===== config.mk =====
export PLATFORM = sky130hd
export DESIGN_NAME = ripemd160_hash_engine
export DESIGN_NICKNAME = d
export VERILOG_FILES = /design/src/hw/rtl/rmd_pkg.sv /design/src/hw/rtl/rmd_block_ram.sv /design/src/hw/rtl/ripemd160_hash_engine.sv
export SDC_FILE = /design/constraint.sdc
export NUM_CORES = 2
export LEC_CHECK = 0
export BUFFER_PORTS_ARGS = -buffer_cell sky130_fd_sc_hd__buf_2
export CAP_MARGIN = 15
export CORE_UTILIZATION = 46
export CTS_CLUSTER_SIZE = 8
export DETAILED_ROUTE_END_ITERATION = 12
export PLACE_DENSITY_LB_ADDON = 0.2
export SYNTH_ARGS = -nofsm -noshare
export SYNTH_HDL_FRONTEND = slang
export SYNTH_HIERARCHICAL = 1
export SYNTH_SLANG_ARGS = --single-unit

===== constraint.sdc =====
create_clock -name clk -period 17.3 [get_ports clk]
set_clock_uncertainty 0.2 [all_clocks]
set_input_delay 1.73 -clock clk [delete_from_list [all_inputs] [get_ports clk]]
set_output_delay 1.73 -clock clk [all_outputs]
set_load 0.01 [all_outputs]

===== src/hw/rtl/rmd_pkg.sv =====
// Package for the RIPEMD-160 engine: step tables, constants and functions.
package rmd_pkg;

  localparam int unsigned WordW = 32;
  localparam int unsigned StepCount = 80;

  localparam logic [4:0][31:0] InitChain = {
    32'hC3D2E1F0, 32'h10325476, 32'h98BADCFE, 32'hEFCDAB89, 32'h67452301
  };

  typedef logic [31:0] word_t;

  function automatic logic [3:0] sel_left(input logic [6:0] j);
    logic [3:0] r;
    logic [0:79][3:0] t;
    t = {4'd0,4'd1,4'd2,4'd3,4'd4,4'd5,4'd6,4'd7,4'd8,4'd9,4'd10,4'd11,4'd12,4'd13,4'd14,4'd15,
         4'd7,4'd4,4'd13,4'd1,4'd10,4'd6,4'd15,4'd3,4'd12,4'd0,4'd9,4'd5,4'd2,4'd14,4'd11,4'd8,
         4'd3,4'd10,4'd14,4'd4,4'd9,4'd15,4'd8,4'd1,4'd2,4'd7,4'd0,4'd6,4'd13,4'd11,4'd5,4'd12,
         4'd1,4'd9,4'd11,4'd10,4'd0,4'd8,4'd12,4'd4,4'd13,4'd3,4'd7,4'd15,4'd14,4'd5,4'd6,4'd2,
         4'd4,4'd0,4'd5,4'd9,4'd7,4'd12,4'd2,4'd10,4'd14,4'd1,4'd3,4'd8,4'd11,4'd6,4'd15,4'd13};
    r = (j < 7'd80) ? t[j] : 4'd0;
    return r;
  endfunction

  function automatic logic [3:0] sel_right(input logic [6:0] j);
    logic [3:0] r;
    logic [0:79][3:0] t;
    t = {4'd5,4'd14,4'd7,4'd0,4'd9,4'd2,4'd11,4'd4,4'd13,4'd6,4'd15,4'd8,4'd1,4'd10,4'd3,4'd12,
         4'd6,4'd11,4'd3,4'd7,4'd0,4'd13,4'd5,4'd10,4'd14,4'd15,4'd8,4'd12,4'd4,4'd9,4'd1,4'd2,
         4'd15,4'd5,4'd1,4'd3,4'd7,4'd14,4'd6,4'd9,4'd11,4'd8,4'd12,4'd2,4'd10,4'd0,4'd4,4'd13,
         4'd8,4'd6,4'd4,4'd1,4'd3,4'd11,4'd15,4'd0,4'd5,4'd12,4'd2,4'd13,4'd9,4'd7,4'd10,4'd14,
         4'd12,4'd15,4'd10,4'd4,4'd1,4'd5,4'd8,4'd7,4'd6,4'd2,4'd13,4'd14,4'd0,4'd3,4'd9,4'd11};
    r = (j < 7'd80) ? t[j] : 4'd0;
    return r;
  endfunction

  function automatic logic [3:0] rot_left(input logic [6:0] j);
    logic [3:0] r;
    logic [0:79][3:0] t;
    t = {4'd11,4'd14,4'd15,4'd12,4'd5,4'd8,4'd7,4'd9,4'd11,4'd13,4'd14,4'd15,4'd6,4'd7,4'd9,4'd8,
         4'd7,4'd6,4'd8,4'd13,4'd11,4'd9,4'd7,4'd15,4'd7,4'd12,4'd15,4'd9,4'd11,4'd7,4'd13,4'd12,
         4'd11,4'd13,4'd6,4'd7,4'd14,4'd9,4'd13,4'd15,4'd14,4'd8,4'd13,4'd6,4'd5,4'd12,4'd7,4'd5,
         4'd11,4'd12,4'd14,4'd15,4'd14,4'd15,4'd9,4'd8,4'd9,4'd14,4'd5,4'd6,4'd8,4'd6,4'd5,4'd12,
         4'd9,4'd15,4'd5,4'd11,4'd6,4'd8,4'd13,4'd12,4'd5,4'd12,4'd13,4'd14,4'd11,4'd8,4'd5,4'd6};
    r = (j < 7'd80) ? t[j] : 4'd0;
    return r;
  endfunction

  function automatic logic [3:0] rot_right(input logic [6:0] j);
    logic [3:0] r;
    logic [0:79][3:0] t;
    t = {4'd8,4'd9,4'd9,4'd11,4'd13,4'd15,4'd15,4'd5,4'd7,4'd7,4'd8,4'd11,4'd14,4'd14,4'd12,4'd6,
         4'd9,4'd13,4'd15,4'd7,4'd12,4'd8,4'd9,4'd11,4'd7,4'd7,4'd12,4'd7,4'd6,4'd15,4'd13,4'd11,
         4'd9,4'd7,4'd15,4'd11,4'd8,4'd6,4'd6,4'd14,4'd12,4'd13,4'd5,4'd14,4'd13,4'd13,4'd7,4'd5,
         4'd15,4'd5,4'd8,4'd11,4'd14,4'd14,4'd6,4'd14,4'd6,4'd9,4'd12,4'd9,4'd12,4'd5,4'd15,4'd8,
         4'd8,4'd5,4'd12,4'd9,4'd12,4'd5,4'd14,4'd6,4'd8,4'd13,4'd6,4'd5,4'd15,4'd13,4'd11,4'd11};
    r = (j < 7'd80) ? t[j] : 4'd0;
    return r;
  endfunction

  function automatic word_t add_left(input logic [2:0] rnd);
    word_t r;
    case (rnd)
      3'd0: r = 32'h00000000;
      3'd1: r = 32'h5A827999;
      3'd2: r = 32'h6ED9EBA1;
      3'd3: r = 32'h8F1BBCDC;
      default: r = 32'hA953FD4E;
    endcase
    return r;
  endfunction

  function automatic word_t add_right(input logic [2:0] rnd);
    word_t r;
    case (rnd)
      3'd0: r = 32'h50A28BE6;
      3'd1: r = 32'h5C4DD124;
      3'd2: r = 32'h6D703EF3;
      3'd3: r = 32'h7A6D76E9;
      default: r = 32'h00000000;
    endcase
    return r;
  endfunction

  function automatic word_t bool_fn(input logic [2:0] sel, input word_t x, input word_t y,
                                    input word_t z);
    word_t r;
    case (sel)
      3'd0: r = x ^ y ^ z;
      3'd1: r = (x & y) | (~x & z);
      3'd2: r = (x | ~y) ^ z;
      3'd3: r = (x & z) | (y & ~z);
      default: r = x ^ (y | ~z);
    endcase
    return r;
  endfunction

  function automatic word_t rotl(input word_t v, input logic [4:0] n);
    logic [63:0] d;
    d = {v, v} << n;
    return d[63:32];
  endfunction

  // One step of a line: {a,b,c,d,e} in index order 0..4.
  function automatic logic [4:0][31:0] line_step(input logic [4:0][31:0] ln, input word_t f,
                                                 input word_t w, input word_t k,
                                                 input logic [3:0] s);
    logic [4:0][31:0] o;
    word_t t;
    t = rotl(ln[0] + f + w + k, {1'b0, s}) + ln[4];
    o[0] = ln[4];
    o[4] = ln[3];
    o[3] = rotl(ln[2], 5'd10);
    o[2] = ln[1];
    o[1] = t;
    return o;
  endfunction

endpackage


===== src/hw/rtl/rmd_block_ram.sv =====
// Sixteen-word message block memory, one write and two registered reads.
module rmd_block_ram (
  input  logic        clk,
  input  logic        we,
  input  logic [3:0]  waddr,
  input  logic [31:0] wdata,
  input  logic [3:0]  raddr_a,
  input  logic [3:0]  raddr_b,
  output logic [31:0] rdata_a,
  output logic [31:0] rdata_b
);

  logic [31:0] mem [16];

  always_ff @(posedge clk) begin
    if (we) begin
      mem[waddr] <= wdata;
    end
    rdata_a <= mem[raddr_a];
    rdata_b <= mem[raddr_b];
  end

endmodule


===== src/hw/rtl/ripemd160_hash_engine.sv =====
// RIPEMD-160 engine top level: byte packing, padding, compression and digest output.
//
// Input channel s_axis: one message byte per item in tdata, tuser = byte_present,
// tlast = message_end. A tlast item with tuser low ends the message with no byte.
// Output channel m_axis: five items per message, tdata = digest word, tuser holds
// word_number, tlast marks the fifth word.
// A data byte reads the partial block word, then writes it back.
// Every 64th byte starts a compression: a read state, one block memory read per
// step with both lines advancing in the same cycle, then a fold of the chain.
// Message end appends padding at one word per cycle and runs one or two more
// compressions, then presents the five words from the chain register.
// The input is held off while compressing, padding or while digest words wait;
// a stalled receiver just freezes the output word in place.
// Reset (rst, synchronous) returns the chain to the IV and the byte count to zero;
// block memory contents are left as they are.
module ripemd160_hash_engine (
  input  logic        clk,
  input  logic        rst,
  input  logic        s_axis_tvalid,
  output logic        s_axis_tready,
  input  logic [7:0]  s_axis_tdata,   // [7:0] msg_byte
  input  logic        s_axis_tuser,   // [0] byte_present
  input  logic        s_axis_tlast,   // message_end
  output logic        m_axis_tvalid,
  input  logic        m_axis_tready,
  output logic [31:0] m_axis_tdata,   // [31:0] digest_word
  output logic [2:0]  m_axis_tuser,   // [2:0] word_number
  output logic        m_axis_tlast    // final_word
);

  typedef enum logic [3:0] {
    S_IDLE, S_BYTE_WR, S_STEP_RD, S_STEP, S_FOLD, S_PAD, S_OUT
  } state_t;

  state_t      state;
  logic [4:0][31:0] chain, left_ln, right_ln;
  logic [63:0] byte_total;
  logic [6:0]  step;
  logic [7:0]  data_byte;
  logic        pad_mode, pad_last, do_final;
  logic [3:0]  pad_idx;
  logic [2:0]  out_idx;

  logic        we;
  logic [3:0]  waddr, raddr_a, raddr_b;
  logic [31:0] wdata, rd_a, rd_b;
  logic [63:0] bits;
  logic [1:0]  bpos;
  logic [3:0]  widx;
  logic [2:0]  rnd;
  logic [6:0]  step_rd;

  assign bits  = byte_total << 3;
  assign bpos  = byte_total[1:0];
  assign widx  = byte_total[5:2];
  assign rnd   = step[6:4] > 3'd4 ? 3'd4 : step[6:4];
  assign step_rd = (state == S_STEP) ? step + 7'd1 : 7'd0;

  rmd_block_ram u_ram (
    .clk(clk), .we(we), .waddr(waddr), .wdata(wdata),
    .raddr_a(raddr_a), .raddr_b(raddr_b), .rdata_a(rd_a), .rdata_b(rd_b)
  );

  // Reads: partial word during byte intake, step words during compression.
  always_comb begin
    raddr_a = widx;
    raddr_b = widx;
    if (state == S_STEP_RD || state == S_STEP) begin
      raddr_a = rmd_pkg::sel_left(step_rd);
      raddr_b = rmd_pkg::sel_right(step_rd);
    end
  end

  // Padding word for index pad_idx given bytes already placed in the current word.
  function automatic logic [31:0] pad_word(input logic [3:0] idx, input logic [31:0] old,
                                           input logic [3:0] cur, input logic [1:0] bp,
                                           input logic lenblk, input logic [63:0] b);
    logic [31:0] r;
    r = 32'd0;
    if (lenblk && idx == 4'd14) begin
      r = b[31:0];
    end else if (lenblk && idx == 4'd15) begin
      r = b[63:32];
    end else if (idx == cur) begin
      case (bp)
        2'd0: r = 32'h00000080;
        2'd1: r = {16'd0, 8'h80, old[7:0]};
        2'd2: r = {8'h80, old[15:0]};
        default: r = {8'h80, old[23:0]};
      endcase
    end
    return r;
  endfunction

  logic [31:0] cur_word;
  logic        pad_first;

  always_comb begin
    we = 1'b0;
    waddr = widx;
    wdata = 32'd0;
    case (bpos)
      2'd0: cur_word = {24'd0, data_byte};
      2'd1: cur_word = {16'd0, data_byte, rd_a[7:0]};
      2'd2: cur_word = {8'd0, data_byte, rd_a[15:0]};
      default: cur_word = {data_byte, rd_a[23:0]};
    endcase
    if (state == S_BYTE_WR) begin
      we = 1'b1;
      wdata = cur_word;
    end else if (state == S_PAD) begin
      // keep the message words ahead of the marker
      we = !(pad_first && (pad_idx < widx));
      waddr = pad_idx;
      wdata = pad_first ? pad_word(pad_idx, rd_a, widx, bpos, pad_last, bits)
                        : pad_word(pad_idx, rd_a, 4'd15, 2'd0, pad_last, bits);
    end
  end

  // pad_first: this pad block holds the 0x80 marker.
  logic [4:0][31:0] left_next, right_next;
  always_comb begin
    left_next = rmd_pkg::line_step(left_ln,
      rmd_pkg::bool_fn(rnd, left_ln[1], left_ln[2], left_ln[3]), rd_a,
      rmd_pkg::add_left(rnd), rmd_pkg::rot_left(step));
    right_next = rmd_pkg::line_step(right_ln,
      rmd_pkg::bool_fn(3'd4 - rnd, right_ln[1], right_ln[2], right_ln[3]), rd_b,
      rmd_pkg::add_right(rnd), rmd_pkg::rot_right(step));
  end

  assign s_axis_tready = (state == S_IDLE);
  assign m_axis_tvalid = (state == S_OUT);
  assign m_axis_tdata  = chain[out_idx];
  assign m_axis_tuser  = out_idx;
  assign m_axis_tlast  = (out_idx == 3'd4);

  always_ff @(posedge clk) begin
    if (rst) begin
      state <= S_IDLE;
      chain <= rmd_pkg::InitChain;
      byte_total <= 64'd0;
      step <= 7'd0;
      pad_mode <= 1'b0;
      pad_last <= 1'b0;
      pad_first <= 1'b0;
      do_final <= 1'b0;
      pad_idx <= 4'd0;
      out_idx <= 3'd0;
    end else begin
      case (state)
        S_IDLE: begin
          if (s_axis_tvalid) begin
            data_byte <= s_axis_tdata;
            do_final <= s_axis_tlast;
            if (s_axis_tuser) begin
              state <= S_BYTE_WR;
            end else if (s_axis_tlast) begin
              state <= S_STEP_RD;   // through the read state to padding
              pad_mode <= 1'b1;
              pad_first <= 1'b1;
              pad_last <= (byte_total[5:0] < 6'd56);
              pad_idx <= 4'd0;
              step <= 7'd127;
            end
          end
        end
        S_BYTE_WR: begin
          byte_total <= byte_total + 64'd1;
          if (byte_total[5:0] == 6'd63) begin
            state <= S_STEP_RD;
            pad_mode <= 1'b0;
            step <= 7'd0;
          end else if (do_final) begin
            state <= S_STEP_RD;
            pad_mode <= 1'b1;
            pad_first <= 1'b1;
            pad_last <= (byte_total[5:0] < 6'd55);
            pad_idx <= 4'd0;
            step <= 7'd127;
          end else begin
            state <= S_IDLE;
          end
        end
        S_STEP_RD: begin
          left_ln <= chain;
          right_ln <= chain;
          if (pad_mode && step == 7'd127) begin
            state <= S_PAD;
          end else begin
            step <= 7'd0;
            state <= S_STEP;
          end
        end
        S_PAD: begin
          pad_idx <= pad_idx + 4'd1;
          if (pad_idx == 4'd15) begin
            state <= S_STEP_RD;
            step <= 7'd0;
          end
        end
        S_STEP: begin
          left_ln <= left_next;
          right_ln <= right_next;
          step <= step + 7'd1;
          if (step == 7'd79) begin
            state <= S_FOLD;
          end
        end
        S_FOLD: begin
          chain[0] <= chain[1] + left_ln[2] + right_ln[3];
          chain[1] <= chain[2] + left_ln[3] + right_ln[4];
          chain[2] <= chain[3] + left_ln[4] + right_ln[0];
          chain[3] <= chain[4] + left_ln[0] + right_ln[1];
          chain[4] <= chain[0] + left_ln[1] + right_ln[2];
          if (!pad_mode && !do_final) begin
            state <= S_IDLE;
          end else if (!pad_mode) begin
            pad_mode <= 1'b1;
            pad_first <= 1'b1;
            pad_last <= 1'b1;
            pad_idx <= 4'd0;
            step <= 7'd127;
            state <= S_STEP_RD;
          end else if (!pad_last) begin
            pad_first <= 1'b0;
            pad_last <= 1'b1;
            pad_idx <= 4'd0;
            step <= 7'd127;
            state <= S_STEP_RD;
          end else begin
            out_idx <= 3'd0;
            state <= S_OUT;
          end
        end
        S_OUT: begin
          if (m_axis_tready) begin
            out_idx <= out_idx + 3'd1;
            if (out_idx == 3'd4) begin
              chain <= rmd_pkg::InitChain;
              byte_total <= 64'd0;
              pad_mode <= 1'b0;
              do_final <= 1'b0;
              out_idx <= 3'd0;
              state <= S_IDLE;
            end
          end
        end
        default: state <= S_IDLE;
      endcase
    end
  end

`ifndef SYNTHESIS
  a_out_idx: assert property (@(posedge clk) disable iff (rst)
    m_axis_tvalid |-> out_idx <= 3'd4) else $error("word index out of range");
  a_no_overlap: assert property (@(posedge clk) disable iff (rst)
    !(s_axis_tready && m_axis_tvalid)) else $error("input open while emitting");
  a_hold: assert property (@(posedge clk) disable iff (rst)
    m_axis_tvalid && !m_axis_tready |=> m_axis_tvalid && $stable(out_idx))
    else $error("digest word dropped under stall");
`endif

endmodule

======== Yosys cells after proc, flatten, opt, wreduce, memory -nomap -nowiden ========
Memories as Yosys holds them, arrays and structs flattened. A register that Yosys moved wholly into a read port is not among the register bits.
Cells that the tools add are included.
cells by class
  equality and inequality tests ........... 37
  add/subtract/negate cells ............... 23
  mux-type cells .......................... 109
  magnitude comparators ................... 9
  bitwise gates (word level) .............. 33
  reductions and logical operators ........ 33
  shift operators ......................... 2
operator list
  operator                                                  count
  case mux 160 bit (2 select lines)                         3
  adder 32 bit                                              18
  case mux 32 bit (4 select lines)                          3
  2-to-1 mux 160 bit                                        2
  2-to-1 mux 32 bit                                         9
  bitwise AND 32 bit                                        8
  OR 32 bit                                                 8
  bitwise XOR 32 bit                                        8
  NOT 32 bit                                                6
  case mux 32 bit (3 select lines)                          2
  2-to-1 mux 64 bit                                         2
  case mux 64 bit (2 select lines)                          1
  left shift 64 x 4 -> 64 bit                               2
  2-to-1 mux 4 bit                                          31
  case mux 31 bit (4 select lines)                          1
  binary-select mux 32 bit (select 3 bit)                   1
  2-to-1 mux 7 bit                                          11
  adder 64 x 1 -> 64 bit, second input constant             1
  case mux 7 bit (6 select lines)                           1
  2-to-1 mux 3 bit                                          10
  case mux 4 bit (7 select lines)                           1
  AND reduction 8 bit                                       3
  2-to-1 mux 1 bit                                          22
  greater-or-equal comparator 8 bit, second input constant  2
  52 further kinds                                          90
storage, ports and cells
  ROM bits ................................ 2048
  logic and storage cells ................. 276
  register bits ........................... 574
  output and inout port bits .............. 38
  memory bits (writable) .................. 512
  memories ................................ 5
memory list
  name             words  width  read ports  clocked after memory_dff  write ports  RTL line             text
  (no name shown)  128    4      1           0                         0            rmd_pkg.sv:57        r = (j < 7'd80) ? t[j] : 4'd0;
  (no name shown)  128    4      1           0                         0            rmd_pkg.sv:45        r = (j < 7'd80) ? t[j] : 4'd0;
  (no name shown)  128    4      1           0                         0            rmd_pkg.sv:33        r = (j < 7'd80) ? t[j] : 4'd0;
  (no name shown)  128    4      1           0                         0            rmd_pkg.sv:21        r = (j < 7'd80) ? t[j] : 4'd0;
  u_ram.mem        16     32     2           2                         1            rmd_block_ram.sv:13  logic [31:0] mem [16];

======== Depth between registers and ports, before layout ========
  word-level depth ........................ 11
  mapped depth ............................ 43

======== By module ========
The synthesis kept the hierarchy.
by module, submodules not included
  module                 cells an instance  times used  seq. area each (sq um)  area an instance (sq um)
  ripemd160_hash_engine  6605               1           14694.1                 56153.9
  rmd_block_ram          1141               1           16656.0                 24188.2

======== Worst setup path after synthesis ========
No wires, ideal clock.
  path type ............................... input to register
  start point ............................. input rst
  end point ............................... register left_ln[0] (netlist name) (enable)
  buffers on the path ..................... 3
  stages .................................. 4
  library setup time ...................... 1.010 ns
  arrival ................................. 15.598 ns
  path slack .............................. 0.492 ns
  cell sequence ........................... clkbuf_1 > clkbuf_1 > clkbuf_1 > nor2_1
on the way
  longest elaborated chain between the ends .. 2
RTL lines
  what                                  RTL line                      text
  start: declaration                    ripemd160_hash_engine.sv:18   input logic rst,
  NOT 1 bit (no source line)            n/a
  AND reduction 2 bit (no source line)  n/a
  end signal: assignment                ripemd160_hash_engine.sv:185  left_ln <= chain;
  end signal: assignment                ripemd160_hash_engine.sv:202  left_ln <= left_next;
  end: declaration                      ripemd160_hash_engine.sv:36   logic [4:0][31:0] chain, left_ln, right_ln;
No other way between the ends.
A chain may end at the register's enable or synchronous reset.

======== Final worst setup path ========
  start point ............................. register step[6]
  end point ............................... register right_ln[62] (netlist name), data pin
on the way
  longest elaborated chain between the ends .. 11
  elaborated cells on any way between the ends .. 25
  those cells by class .................... add/sub: 5; order compare: 2; eq/ne: 6; shift: 1; mux: 7; bitwise: 1; reduce/logical: 2; memory: 1
RTL lines
  what                                                        RTL line                      text
  start: declaration                                          ripemd160_hash_engine.sv:38   logic [6:0] step;
  start signal: assignment                                    ripemd160_hash_engine.sv:204  step <= step + 7'd1;
  greater-than comparator 3 bit                               ripemd160_hash_engine.sv:56   assign rnd = step[6:4] > 3'd4 ? 3'd4 : step[6:4];
  2-to-1 mux 3 bit                                            ripemd160_hash_engine.sv:56
  subtractor 3 bit                                            ripemd160_hash_engine.sv:127  rmd_pkg::bool_fn(3'd4 - rnd, right_ln[1], right_ln[2], right_ln[3]), rd_b,
  equality test 3 x 2 -> 1 bit, or another cell as far along  rmd_pkg.sv:88                 case (sel)
  case mux 32 bit (4 select lines)                            rmd_pkg.sv:88
  adder 32 bit (3 in series)                                  rmd_pkg.sv:110                t = rotl(ln[0] + f + w + k, {1'b0, s}) + ln[4];
  left shift 64 x 4 -> 64 bit (*)                             rmd_pkg.sv:100                d = {v, v} << n;
  adder 32 bit (*)                                            rmd_pkg.sv:110
  case mux 160 bit (2 select lines) (*)                       ripemd160_hash_engine.sv:150  case (state)
  end signal: assignment                                      ripemd160_hash_engine.sv:186  right_ln <= chain;
  end signal: assignment                                      ripemd160_hash_engine.sv:203  right_ln <= right_next;
  end: declaration                                            ripemd160_hash_engine.sv:36
Every way passes the cells marked *; elsewhere a longest branch is shown, timed or not. The select of a mux whose other input is x is not followed.

==> results.py <==
metrics = {
    "status": {
        "status": "complete, no violations",
    },
    "min_path": {
        "min_delay_path_depth": 2,
        "min_path_type": "flop to flop",
    },
    "logic_synthesis": {
        "synth_ff_type": "edfxtp_1",
        "ys_types": 101,
        "syn_area_mm2": 0.0803,
        "synthCells": 7746,
        "ys_seq_elements": 1146,
        "syn_nets": 8412,
        "ys_seq_area_frac": 0.390,
        "synth_edf_count": 840,
        "ys_warn_count": 6,
        "syn_area_per_cell_um2": 10.4,
        "async_reset_ff_frac": 0,
    },
    "floorplanning": {
        "dieWidth_um": 420,
        "pin_count": 52,
        "die_height_um": 420,
        "num_rows": 153,
        "core-area_mm2": 0.174,
        "die_area_mm2": 0.176,
        "start_util": 0.463,
    },
    "grt": {
        "grtUsageMet3": 0.0629,
        "grt_max_degree": 154,
        "grt_use_met1": 0.457,
        "grt_overflow_total": 0,
        "grt_pass1_vias": 62284,
        "grt.busiest_layer": "met2",
        "grt_antenna_before_repair": 12,
        "grtUsageMet2": 0.549,
        "grt_use_total": 0.348,
        "grt_pass1_wl_mm": 441,
    },
    "critical_path": {
        "crit_path_end_kind": "flop",
        "critPathLaunchType": "flop",
        "worst_ep_arrival_time_ps": 12850,
        "critPathMaxFanout": 31,
        "reg2reg_depth": 39,
        "worst-setup-path-type": "flop to flop",
        "crit_top_cell": "mux2i_1",
        "slowest_stage": "dfxtp_2",
        "max_stage_delay_ps": 720,
        "cp.required_ps": 17630,
    },
    "sta": {
        "tns_ps": 0,
        "rsz0062_at_grt": "false",
        "finalMaxSlewViolations": 0,
        "tightest_slew_ps": 1200,
        "setup_violations": 0,
        "max_freq_mhz": 79.9,
        "fin_crit_ps": 12520,
        "slew_headroom": 0.199,
        "hold_violations": 0,
        "final.period_utilization": 0.724,
    },
    "routing": {
        "ant_nets": 0,
        "wl_mm": 308,
        "drcViolationCount": 0,
        "vias": 64846,
        "drtPass1Iterations": 6,
        "wire_per_inst_um": 30.4,
        "avgViaCountPerCell": 6.39,
        "drt_iter0_drc": 7784,
    },
    "placement": {
        "dp_hpwl_mm": 227,
        "gp_congestion": 1.03,
        "io_buffers": 51,
    },
    "cells_and_area": {
        "syn2layout_area_growth_pct": 9.82,
        "utilization": 0.508,
        "fill_cells": 15632,
        "seq_area_mm2": 0.0314,
        "multiInputGateArea_mm2": 0.0460,
        "layout.nets": 8367,
        "drive_above_1_share": 0.106,
        "final_cell_mix": "952 x nand2_1, 840 x edfxtp_1, 456 x o21ai_0, 454 x a21oi_1",
        "layout_commonest_cell": "nand2_1",
    },
    "clock_tree": {
        "cts_hold_buf": 0,
        "path_clk_slew_ps": 60,
        "clock_path_buffers": 3,
        "insertion_delay_ps": 830,
        "cts_resized": 0,
        "cts_tree": "built",
        "cts_made_buffers": 163,
        "htree_levels": 4,
        "cts-root-buf": "clkbuf_16",
        "cts.sinks": 1146,
        "postCtsSetupRepairBufs": 0,
    },
    "flow_run": {
        "maxCapViolations": 0,
    },
}
## per-layer routing
layer  routed length (um)  share of wire  vias to the layer above
met5                   88        0.00029                        -
met4                17900          0.058                       14
met3                27000          0.088                      660
met2               141000           0.46                     3255
met1               122000           0.40                    32410
li1                     -              -                    28507
## cell families (layout without fill, tap and decap cells)
| group | count (synthesis) | count (layout) | share of synthesized area |
|---|---|---|---|
| simple gates | 2152 | 2152 | 0.122 |
| mux | 567 | 567 | 0.117 |
| buf+inv | 862 | 942 | 0.0422 |
| compound gates | 1958 | 1958 | 0.156 |
| flops | 1146 | 1146 | 0.390 |
| xor+xnor | 409 | 409 | 0.0446 |
| fa+ha+maj | 652 | 652 | 0.128 |
| other cells | 0 | 1 | 0 |
## final cells by class
cell class | instances | share of cell area
well taps | 2325 | 0.0330
diodes | 1 | 0.0000284
clock buffers | 276 | 0.0516
clock inverters | 14 | 0.00286
flip-flops and latches | 1146 | 0.355
inverters | 460 | 0.0196
repair buffers | 192 | 0.0161
multi-input cells | 5738 | 0.521
## synthesized netlist by cell type, types with 14 or more instances
cell / instances / area [um^2]
nand2_1: 955 / 3580
edfxtp_1: 840 / 25200
nor2_1: 468 / 1760
o21ai_0: 466 / 2330
a21oi_1: 455 / 2280
inv_1: 449 / 1690
ha_1: 368 / 4600
dfxtp_1: 306 / 6130
mux4_2: 292 / 6580
fa_1: 284 / 5690
clkbuf_1: 281 / 1050
xnor2_1: 254 / 2220
mux2i_1: 232 / 2320
a22oi_1: 208 / 1560
xor2_1: 155 / 1360
a21o_1: 139 / 1040
o22ai_1: 117 / 732
nand3_1: 104 / 521
nand2b_1: 102 / 638
nor3_1: 98 / 490
nor2b_1: 89 / 557
and3_1: 78 / 488
a31oi_1: 69 / 432
a211oi_1: 63 / 473
or3_1: 62 / 388
a221oi_1: 58 / 508
buf_1: 52 / 195
and2_1: 50 / 313
buf_2: 46 / 230
o31ai_1: 45 / 338
mux2_2: 42 / 473
o211ai_1: 42 / 315
o21a_1: 40 / 300
o21bai_1: 37 / 278
nand4_1: 28 / 175
nor4_1: 23 / 144
nor3b_1: 22 / 165
buf_4: 21 / 158
o32ai_1: 20 / 175
or2_2: 19 / 119
a311oi_1: 18 / 158
a21boi_0: 16 / 120
a32oi_1: 14 / 123
## state kept, by name (all words and copies together) (netlist names)
register       cells
data_byte          8
u_ram/rdata_b     32
pad_mode           1
u_ram/rdata_a     32
step               7
m_axis_tuser       3
pad_first          1
state              3
byte_total        61
do_final           1
right_ln         160
pad_last           1
chain            160
pad_idx            4
left_ln          160
u_ram/mem        512
## metrics by stage
step	hold slack (ps)	cell area [um^2]	worst slack, ps	instances
final	304	88200	4780	10152
after global routing	340	88200	4400	10151
after floorplan	262	80300	492	7746
after CTS	307	88200	4830	10148
after global placement	285	83400	4700	9856
after detailed placement	301	83400	4870	9858
## worst max-delay path: cells and delay by family (launching register included)
family                     cells  cell delay [ps]
muxes                          4             1000
adders and majority gates      6             2180
DFF                            1              720
xor gates and xnor gates       3              910
AOI/OAI and AO/OA             12             3620
and+or+nand+nor                9             2030
buffers and inverters          5             1500
## worst paths after layout
path                                     start        endpoint  slack (ps)
worst min-delay path            byte_total[53]  byte_total[53]         300
worst min register to register  byte_total[53]  byte_total[53]         300
worst max register to register         step[6]    right_ln[62]        4780
worst max-delay path                   step[6]    right_ln[62]        4780
Power is left out: the tool's default activity adds up to more than one toggle a clock period on the data nets, which glitch-free logic cannot reach.
